[src/rtl/lcdns_pkg.sv]
// shared types, codes and constants for the character lcd nibble sequencer
package lcdns_pkg;

    localparam int WaitW   = 16;
    localparam int PulseW  = 10;
    localparam int HoldW   = 17;
    localparam int CfgIdxW = 3;

    localparam logic [WaitW-1:0]  PowerUpReset = 16'd30000;
    localparam logic [WaitW-1:0]  InitGapReset = 16'd10000;
    localparam logic [WaitW-1:0]  ClearReset   = 16'd2000;
    localparam logic [PulseW-1:0] SetupReset   = 10'd10;
    localparam logic [PulseW-1:0] HighReset    = 10'd10;
    localparam logic [PulseW-1:0] SettleReset  = 10'd100;

    localparam logic [7:0] CmdClear  = 8'h01;
    localparam logic [7:0] CmdHome   = 8'h02;
    localparam logic [7:0] Line1Addr = 8'h80;
    localparam logic [7:0] Line2Addr = 8'hC0;
    localparam logic [3:0] InitNibA  = 4'h3;
    localparam logic [3:0] InitNibB  = 4'h2;

    typedef enum logic [2:0] {
        REQ_INIT   = 3'd0,
        REQ_CMD    = 3'd1,
        REQ_CHAR   = 3'd2,
        REQ_CURSOR = 3'd3,
        REQ_CLEAR  = 3'd4,
        REQ_HOME   = 3'd5
    } req_t;

    typedef enum logic [CfgIdxW-1:0] {
        CFG_POWER_UP  = 3'd0,
        CFG_INIT_GAP  = 3'd1,
        CFG_CLEAR     = 3'd2,
        CFG_EN_SETUP  = 3'd3,
        CFG_EN_HIGH   = 3'd4,
        CFG_EN_SETTLE = 3'd5
    } cfg_idx_t;

    typedef enum logic [1:0] {
        S_IDLE,
        S_POWER,
        S_PULSE
    } seq_state_t;

    typedef enum logic [1:0] {
        PH_POWER,
        PH_SETUP,
        PH_HIGH,
        PH_SETTLE
    } phase_t;

    typedef enum logic [1:0] {
        EX_NONE,
        EX_GAP,
        EX_CLEAR
    } extra_t;

    typedef struct packed {
        logic       emit;
        phase_t     ph;
        extra_t     ex;
        logic [1:0] nib_idx;
        logic       en;
        logic       last;
    } step_t;

    typedef struct packed {
        logic [WaitW-1:0]  power_up;
        logic [WaitW-1:0]  init_gap;
        logic [WaitW-1:0]  clear_wait;
        logic [PulseW-1:0] en_setup;
        logic [PulseW-1:0] en_high;
        logic [PulseW-1:0] en_settle;
    } cfg_t;

endpackage

[src/rtl/lcdns_hold_unit.sv]
// shared hold time adder: base time of the current phase plus extra wait
module lcdns_hold_unit (
    input  lcdns_pkg::cfg_t             cfg,
    input  lcdns_pkg::phase_t           ph,
    input  lcdns_pkg::extra_t           ex,
    output logic [lcdns_pkg::HoldW-1:0] hold_us
);
    import lcdns_pkg::*;

    logic [WaitW-1:0] base;
    logic [WaitW-1:0] extra;

    always_comb begin
        case (ph)
            PH_POWER:  base = cfg.power_up;
            PH_SETUP:  base = WaitW'(cfg.en_setup);
            PH_HIGH:   base = WaitW'(cfg.en_high);
            PH_SETTLE: base = WaitW'(cfg.en_settle);
            default:   base = '0;
        endcase
        case (ex)
            EX_GAP:   extra = cfg.init_gap;
            EX_CLEAR: extra = cfg.clear_wait;
            default:  extra = '0;
        endcase
    end

    assign hold_us = HoldW'(base) + HoldW'(extra);

endmodule

[src/rtl/lcdns_seq.sv]
// step sequencer: walks the power-up state and the three-state enable pulses
module lcdns_seq (
    input  logic                aclk,
    input  logic                aresetn,
    input  logic                start,
    input  logic                start_init,
    input  logic                start_clr,
    input  logic                adv,
    output logic                idle,
    output lcdns_pkg::step_t    step
);
    import lcdns_pkg::*;

    seq_state_t state_reg, state_next;
    logic [1:0] phase_reg, phase_next;
    logic [1:0] nib_reg, nib_next;
    logic       init_reg, init_next;
    logic       clr_reg, clr_next;
    logic       last_nib;

    always_ff @(posedge aclk) begin
        if (!aresetn) begin
            state_reg <= S_IDLE;
            phase_reg <= '0;
            nib_reg   <= '0;
            init_reg  <= 1'b0;
            clr_reg   <= 1'b0;
        end else begin
            state_reg <= state_next;
            phase_reg <= phase_next;
            nib_reg   <= nib_next;
            init_reg  <= init_next;
            clr_reg   <= clr_next;
        end
    end

    // init sends four nibbles, a byte two
    assign last_nib = init_reg ? (nib_reg == 2'd3) : (nib_reg == 2'd1);
    assign idle     = (state_reg == S_IDLE);

    always_comb begin
        state_next   = state_reg;
        phase_next   = phase_reg;
        nib_next     = nib_reg;
        init_next    = init_reg;
        clr_next     = clr_reg;
        step         = '0;
        step.ph      = PH_POWER;
        step.ex      = EX_NONE;
        step.nib_idx = nib_reg;
        case (state_reg)
            S_IDLE: begin
                if (start) begin
                    init_next  = start_init;
                    clr_next   = start_clr;
                    phase_next = '0;
                    nib_next   = '0;
                    state_next = start_init ? S_POWER : S_PULSE;
                end
            end
            S_POWER: begin
                step.emit = adv;
                if (adv) begin
                    state_next = S_PULSE;
                end
            end
            S_PULSE: begin
                step.emit = adv;
                case (phase_reg)
                    2'd0:    step.ph = PH_SETUP;
                    2'd1:    step.ph = PH_HIGH;
                    default: step.ph = PH_SETTLE;
                endcase
                step.en = (phase_reg == 2'd1);
                if (phase_reg == 2'd2) begin
                    if (init_reg && !nib_reg[1]) begin
                        step.ex = EX_GAP;
                    end else if (!init_reg && clr_reg && last_nib) begin
                        step.ex = EX_CLEAR;
                    end
                    step.last = last_nib;
                end
                if (adv) begin
                    if (phase_reg == 2'd2) begin
                        phase_next = '0;
                        nib_next   = nib_reg + 2'd1;
                        if (last_nib) begin
                            state_next = S_IDLE;
                        end
                    end else begin
                        phase_next = phase_reg + 2'd1;
                    end
                end
            end
            default: state_next = S_IDLE;
        endcase
    end

endmodule

[src/rtl/char_lcd_nibble_sequencer.sv]
// top level of the character lcd nibble sequencer
// the first pin state of an accepted request shows on m_tvalid after the sequencer
// state register and the output register; throughput: one pin state per cycle while
//   m_tready is high; a byte request gives 6 states and init gives 13 states
// the step sequencer and the single hold adder set that rate; s_tready is low meanwhile
// reset: synchronous active-low aresetn clears control state and loads register defaults
module char_lcd_nibble_sequencer (
    input  logic        aclk,
    input  logic        aresetn,
    input  logic        s_tvalid,
    output logic        s_tready,
    input  logic [15:0] s_tdata,   // byte_value[7:0], line_number[9:8], column_number[15:10]
    input  logic [2:0]  s_tuser,   // req_type[2:0]
    output logic        m_tvalid,
    input  logic        m_tready,
    output logic [23:0] m_tdata,   // read_write[0], enable_pin[1], data_nibble[5:2],
                                   // hold_us[22:6], zero[23]
    output logic [0:0]  m_tuser,   // reg_select[0]
    output logic        m_tlast,   // last_state
    input  logic        cfg_valid,
    output logic        cfg_ready,
    input  logic [2:0]  cfg_index,
    input  logic [15:0] cfg_data
);
    import lcdns_pkg::*;

    cfg_t        cfg_reg;
    logic [7:0]  byte_reg, byte_next;
    logic        rs_reg, rs_next;
    logic        m_tvalid_reg;
    logic [23:0] m_tdata_reg;
    logic        m_tuser_reg;
    logic        m_tlast_reg;

    logic [7:0]       in_byte;
    logic [1:0]       in_line;
    logic [5:0]       in_col;
    logic [7:0]       cur_addr;
    logic             in_accept;
    logic             req_ok;
    logic             adv;
    logic             idle;
    step_t            step;
    logic [3:0]       nibble;
    logic [HoldW-1:0] hold_us;

    assign in_byte  = s_tdata[7:0];
    assign in_line  = s_tdata[9:8];
    assign in_col   = s_tdata[15:10];
    assign cur_addr = {2'b00, in_col} - 8'd1;

    assign cfg_ready = 1'b1;
    assign s_tready  = idle;
    assign in_accept = s_tvalid && s_tready;
    assign adv       = !m_tvalid_reg || m_tready;

    always_ff @(posedge aclk) begin
        if (!aresetn) begin
            cfg_reg.power_up   <= PowerUpReset;
            cfg_reg.init_gap   <= InitGapReset;
            cfg_reg.clear_wait <= ClearReset;
            cfg_reg.en_setup   <= SetupReset;
            cfg_reg.en_high    <= HighReset;
            cfg_reg.en_settle  <= SettleReset;
        end else if (cfg_valid && cfg_ready) begin
            case (cfg_index)
                CFG_POWER_UP:  cfg_reg.power_up   <= cfg_data;
                CFG_INIT_GAP:  cfg_reg.init_gap   <= cfg_data;
                CFG_CLEAR:     cfg_reg.clear_wait <= cfg_data;
                CFG_EN_SETUP:  cfg_reg.en_setup   <= cfg_data[PulseW-1:0];
                CFG_EN_HIGH:   cfg_reg.en_high    <= cfg_data[PulseW-1:0];
                CFG_EN_SETTLE: cfg_reg.en_settle  <= cfg_data[PulseW-1:0];
                default: ;
            endcase
        end
    end

    // decode the request into the byte to send
    always_comb begin
        byte_next = byte_reg;
        rs_next   = rs_reg;
        req_ok    = 1'b1;
        case (s_tuser)
            REQ_INIT: begin
                byte_next = {InitNibA, InitNibA};
            end
            REQ_CMD: begin
                byte_next = in_byte;
                rs_next   = 1'b0;
            end
            REQ_CHAR: begin
                byte_next = in_byte;
                rs_next   = 1'b1;
            end
            REQ_CURSOR: begin
                rs_next = 1'b0;
                if (in_line == 2'd1) begin
                    byte_next = cur_addr | Line1Addr;
                end else if (in_line == 2'd2) begin
                    byte_next = cur_addr | Line2Addr;
                end else begin
                    req_ok = 1'b0;
                end
            end
            REQ_CLEAR: begin
                byte_next = CmdClear;
                rs_next   = 1'b0;
            end
            REQ_HOME: begin
                byte_next = CmdHome;
                rs_next   = 1'b0;
            end
            default: req_ok = 1'b0;
        endcase
    end

    always_ff @(posedge aclk) begin
        if (!aresetn) begin
            rs_reg <= 1'b0;
        end else if (in_accept) begin
            rs_reg <= (s_tuser == REQ_INIT) ? 1'b0 : rs_next;
        end
    end

    always_ff @(posedge aclk) begin
        if (in_accept) begin
            byte_reg <= byte_next;
        end
    end

    lcdns_seq u_seq (
        .aclk       (aclk),
        .aresetn    (aresetn),
        .start      (in_accept && req_ok),
        .start_init (s_tuser == REQ_INIT),
        .start_clr  (s_tuser == REQ_CLEAR || s_tuser == REQ_HOME),
        .adv        (adv),
        .idle       (idle),
        .step       (step)
    );

    lcdns_hold_unit u_hold (
        .cfg     (cfg_reg),
        .ph      (step.ph),
        .ex      (step.ex),
        .hold_us (hold_us)
    );

    always_comb begin
        if (step.ph == PH_POWER) begin
            nibble = 4'h0;
        end else if (rs_reg == 1'b0 && step.nib_idx[1]) begin
            // only init reaches nibbles two and three
            nibble = step.nib_idx[0] ? InitNibB : InitNibA;
        end else begin
            nibble = step.nib_idx[0] ? byte_reg[3:0] : byte_reg[7:4];
        end
    end

    // init rides on the nibble index too: the sequencer remembers init and the byte path
    // never asks for nibble index above one, so nibbles zero and one of init need the
    // byte register to hold 0x33
    always_ff @(posedge aclk) begin
        if (!aresetn) begin
            m_tvalid_reg <= 1'b0;
        end else if (step.emit) begin
            m_tvalid_reg <= 1'b1;
        end else if (m_tready) begin
            m_tvalid_reg <= 1'b0;
        end
    end

    always_ff @(posedge aclk) begin
        if (step.emit) begin
            m_tdata_reg <= {1'b0, hold_us, nibble, step.en, 1'b0};
            m_tuser_reg <= (step.ph == PH_POWER) ? 1'b0 : rs_reg;
            m_tlast_reg <= step.last;
        end
    end

    assign m_tvalid   = m_tvalid_reg;
    assign m_tdata    = m_tdata_reg;
    assign m_tuser[0] = m_tuser_reg;
    assign m_tlast    = m_tlast_reg;

endmodule

[config.mk]
export PLATFORM = sky130hd
export DESIGN_NAME = char_lcd_nibble_sequencer
export DESIGN_NICKNAME = d
export VERILOG_FILES = /design/src/rtl/lcdns_pkg.sv /design/src/rtl/lcdns_hold_unit.sv /design/src/rtl/lcdns_seq.sv /design/src/rtl/char_lcd_nibble_sequencer.sv
export SDC_FILE = /design/constraint.sdc
export NUM_CORES = 1
export LEC_CHECK = 0
export ABC_AREA = 1
export BUFFER_PORTS_ARGS = -buffer_cell sky130_fd_sc_hd__buf_2
export CAP_MARGIN = 10
export CORE_ASPECT_RATIO = 0.5
export CORE_MARGIN = 2
export CORE_UTILIZATION = 50
export CTS_BUF_LIST = sky130_fd_sc_hd__clkbuf_2 sky130_fd_sc_hd__clkbuf_4 sky130_fd_sc_hd__clkbuf_8
export CTS_CLUSTER_DIAMETER = 80
export DETAILED_ROUTE_END_ITERATION = 8
export PLACE_DENSITY = 0.78
export SLEW_MARGIN = 20
export SYNTH_ARGS = -nofsm -noshare
export SYNTH_HDL_FRONTEND = slang
export SYNTH_SLANG_ARGS = --single-unit
[constraint.sdc]
create_clock -name aclk -period 8 [get_ports aclk]
set_input_delay 0 -clock aclk [delete_from_list [all_inputs] [get_ports aclk]]
set_output_delay 0 -clock aclk [all_outputs]
set_load 0.02 [all_outputs]
==> flow_metrics.py <==
metrics = {
    "layout": {
        "area_growth_pct": 19.3,
        "seq_area_um2": 2720,
        "drive_gt1_share_pct": 13.1,
        "antenna_cells": 0,
        "final_cell_mix": "220 x nand2_1, 133 x nor2_1, 88 x dfxtp_1, 86 x inv_1, 73 x a21oi_1",
        "fillers": 1033,
        "fin_cells": 1142,
        "final_common_cell": "nand2_1",
        "finalInstanceArea_um2": 7480,
        "largest_register_ffs": 78,
        "fin_nets": 1033,
        "multi_input_area_um2": 3000,
    },
    "synth": {
        "synth-adder-area-share_pct": 5.31,
        "synth_top_family_by_area": "simple AND/OR/NAND/NOR gates",
        "seq_area_frac_synth_pct": 43.5,
        "syn_area_um2": 6270,
        "ys_seq_elements": 120,
        "synth_top_area_share_pct": 28.1,
        "ys_types": 37,
        "yosys_warnings": 0,
        "syn_avg_cell_area_um2": 7.19,
        "yosys.area.top_type": "dfxtp_1",
        "synth-simple-area-share_pct": 28.7,
        "synthMuxAreaShare_pct": 0,
        "synth-compound-area-share_pct": 12.7,
        "synthTopCellsByArea": "dfxtp_1 28%, edfxtp_1 15%, nand2_1 13%",
        "synthCells": 872,
        "synth_xor_area_share_pct": 0.978,
    },
    "clock_network": {
        "cts_buffer_depth": 2,
        "cts_tree": "done",
        "path_clk_slew_ns": 0.08,
        "cts_buffers": 17,
        "clock_latency_ns": 0.45,
        "cts-htree-levels": 4,
        "postCtsSetupBuffers": 0,
        "clock-sinks": 120,
        "cts_root_buf": "clkbuf_8",
    },
    "flow_run": {
        "drv_cap": 0,
    },
    "place": {
        "dpl.hpwl_mm": 10.2,
        "dp_cells": 1075,
        "gp_congestion": 0.835,
        "placed_area_um2": 6660,
        "port_buffers": 68,
    },
    "grt": {
        "gr-usage-all-layers_pct": 23.3,
        "grt_max_degree": 84,
        "grt_pass1_wl_mm": 25.2,
        "grt_antenna_before_repair": 1,
        "grt_pass1_vias": 5367,
        "grt_overflow": 0,
    },
    "timing": {
        "rsz0062_at_grt": "false",
        "fin_crit_sh_pct": 46.5,
        "skew_ns": 0.0149,
        "drv_slew": 0,
        "min_period_ns": 3.72,
        "setup_violations": 0,
        "tns_ns": 0,
        "worstMarginPinSlew_ns": 0.744,
        "hold_violations": 0,
        "fmax_ghz": 0.269,
        "slew_headroom_pct": 50.4,
    },
    "critical_path": {
        "crit_path_start_kind": "register",
        "ff2ff_path_depth": 16,
        "crit_chain": "inv_1 > ha_1 > buf_4 > nand3_1 > nor2_1 > nand4_1 > ha_1 > a21oi_1 > ha_1 > fa_1 > nand3_1 > nand3_1 > nand3_1 > nand3_1 > nand2_1 > nand2_1",
        "crit_path_max_incr_delay_ns": 0.70,
        "crit_family": "adder cells",
        "critPathKind": "register to register",
        "worstPathRequired_ns": 8.21,
        "end_kind": "register",
        "timing.critical_path.mode_cell": "nand3_1",
        "crit_fanout": 37,
        "path_depth": 16,
        "slowest_stage": "ha_1",
        "critPathBufInv": 2,
        "cp_data_arrival_time_ns": 3.93,
    },
    "floorplan": {
        "die_height_um": 83.2,
        "io_pins": 72,
        "core_um2": 12000,
        "start_util_pct": 52.1,
        "die_w_um": 162,
        "dieArea_um2": 13500,
        "num_rows": 28,
    },
    "drt": {
        "ant_nets": 0,
        "routed_wl_mm": 15.3,
        "vias": 5881,
        "wl_per_cell_um": 13.4,
        "drtPass1Iterations": 7,
        "drtIter0Drc": 630,
        "vias_per_cell": 5.15,
        "drc": 0,
    },
    "hold_path": {
        "min_delay_path_depth": 4,
        "hold_class": "input pin to register",
    },
    "status": {
        "outcome": "complete, no violations",
    },
    "power_and_ir_drop": {
        "powerDensity_nw_per_um2": 265,
        "peakVddDrop_v": 0.000139,
        "p_leak_uw": 0.00338,
        "design_power_total_uw": 1980,
    },
}
==> worst paths after layout <==
| check | slack [ns] | to | from |
|---|---|---|---|
| worst max-delay path | 4.28 | m_tdata[18]$_DFFE_PP_ | u_seq.state_reg[0]$_SDFFE_PN0P_ |
| worst min-delay path | 0.01 | u_seq.init_reg$_SDFFE_PN0P_ | s_tuser[1] |
| worst max register to register | 4.28 | m_tdata[18]$_DFFE_PP_ | u_seq.state_reg[0]$_SDFFE_PN0P_ |
| worst min register to register | 0.45 | cfg_reg[27]$_SDFFE_PN0P_ | cfg_reg[27]$_SDFFE_PN0P_ |
==> cell usage after synthesis, drive strengths merged <==
master / n
nand2: 227
nor2: 140
inv: 94
dfxtp: 88
a21oi: 73
o21ai: 73
nand3: 52
edfxtp: 32
ha: 25
buf: 23
clkbuf: 11
o211ai: 5
xor2: 5
nand4: 4
clkinv: 3
nor3: 3
and2: 2
conb: 2
o2111ai: 2
or2: 2
xnor2: 2
a21o: 1
fa: 1
nand3b: 1
nor4: 1
==> timing repair <==
action / in CTS / in global routing
hold endpoints to repair: 90 / 0
hold buffers: 35 / 0
gates resized for setup: 0 / 0
==> power by group <==
group	total (µW)	switching, µW	internal [µW]
registers	777	32.2	745
clock network	654	275	379
logic	552	379	174
total	1980	686	1300
==> cells by family (layout without fill, tap and decap cells) <==
group	after synthesis	after routing
AND/OR/NAND/NOR	432	432
AO/OA/AOI/OAI	154	154
buffers and inverters	131	235
flip-flops	120	120
adder cells (fa/ha/maj)	26	26
XOR/XNOR	7	7
other	2	3
==> worst min-delay path: cells and delay by family <==
family / cells / cell delay (ns)
simple gates: 2 / 0.20
buf+inv: 1 / 0.13
compound gates: 1 / 0.07
==> area by class of cell <==
type                    count  share of cell area, %
clock inverters            15                   3.18
flip-flops and latches    120                   36.4
multi-input cells         622                   40.1
inverters                  97                   4.87
well taps                 165                   2.76
clock buffers              17                   3.13
repair buffers            106                   9.54
==> metal layers <==
metal  global-route usage, %  up-vias  wire, µm
met2                    36.2      234      6650
li1                        -     2983         -
met3                    7.74       30      1370
met1                    31.3     2632      7080
met5                       0        -         7
met4                    6.28        2       220
==> through the flow <==
stage                     setup WS [ns]  hold WS [ns]  utilization [%]
after floorplan                    5.04         0.113                -
after global placement             4.46         0.239             55.4
after detailed placement           4.34         0.253             55.4
after CTS                          4.33      0.000885             62.2
after global routing               3.93        0.0268             62.2
final                              4.28        0.0100             62.2
No activity file was read; power rests on OpenSTA's default activity.
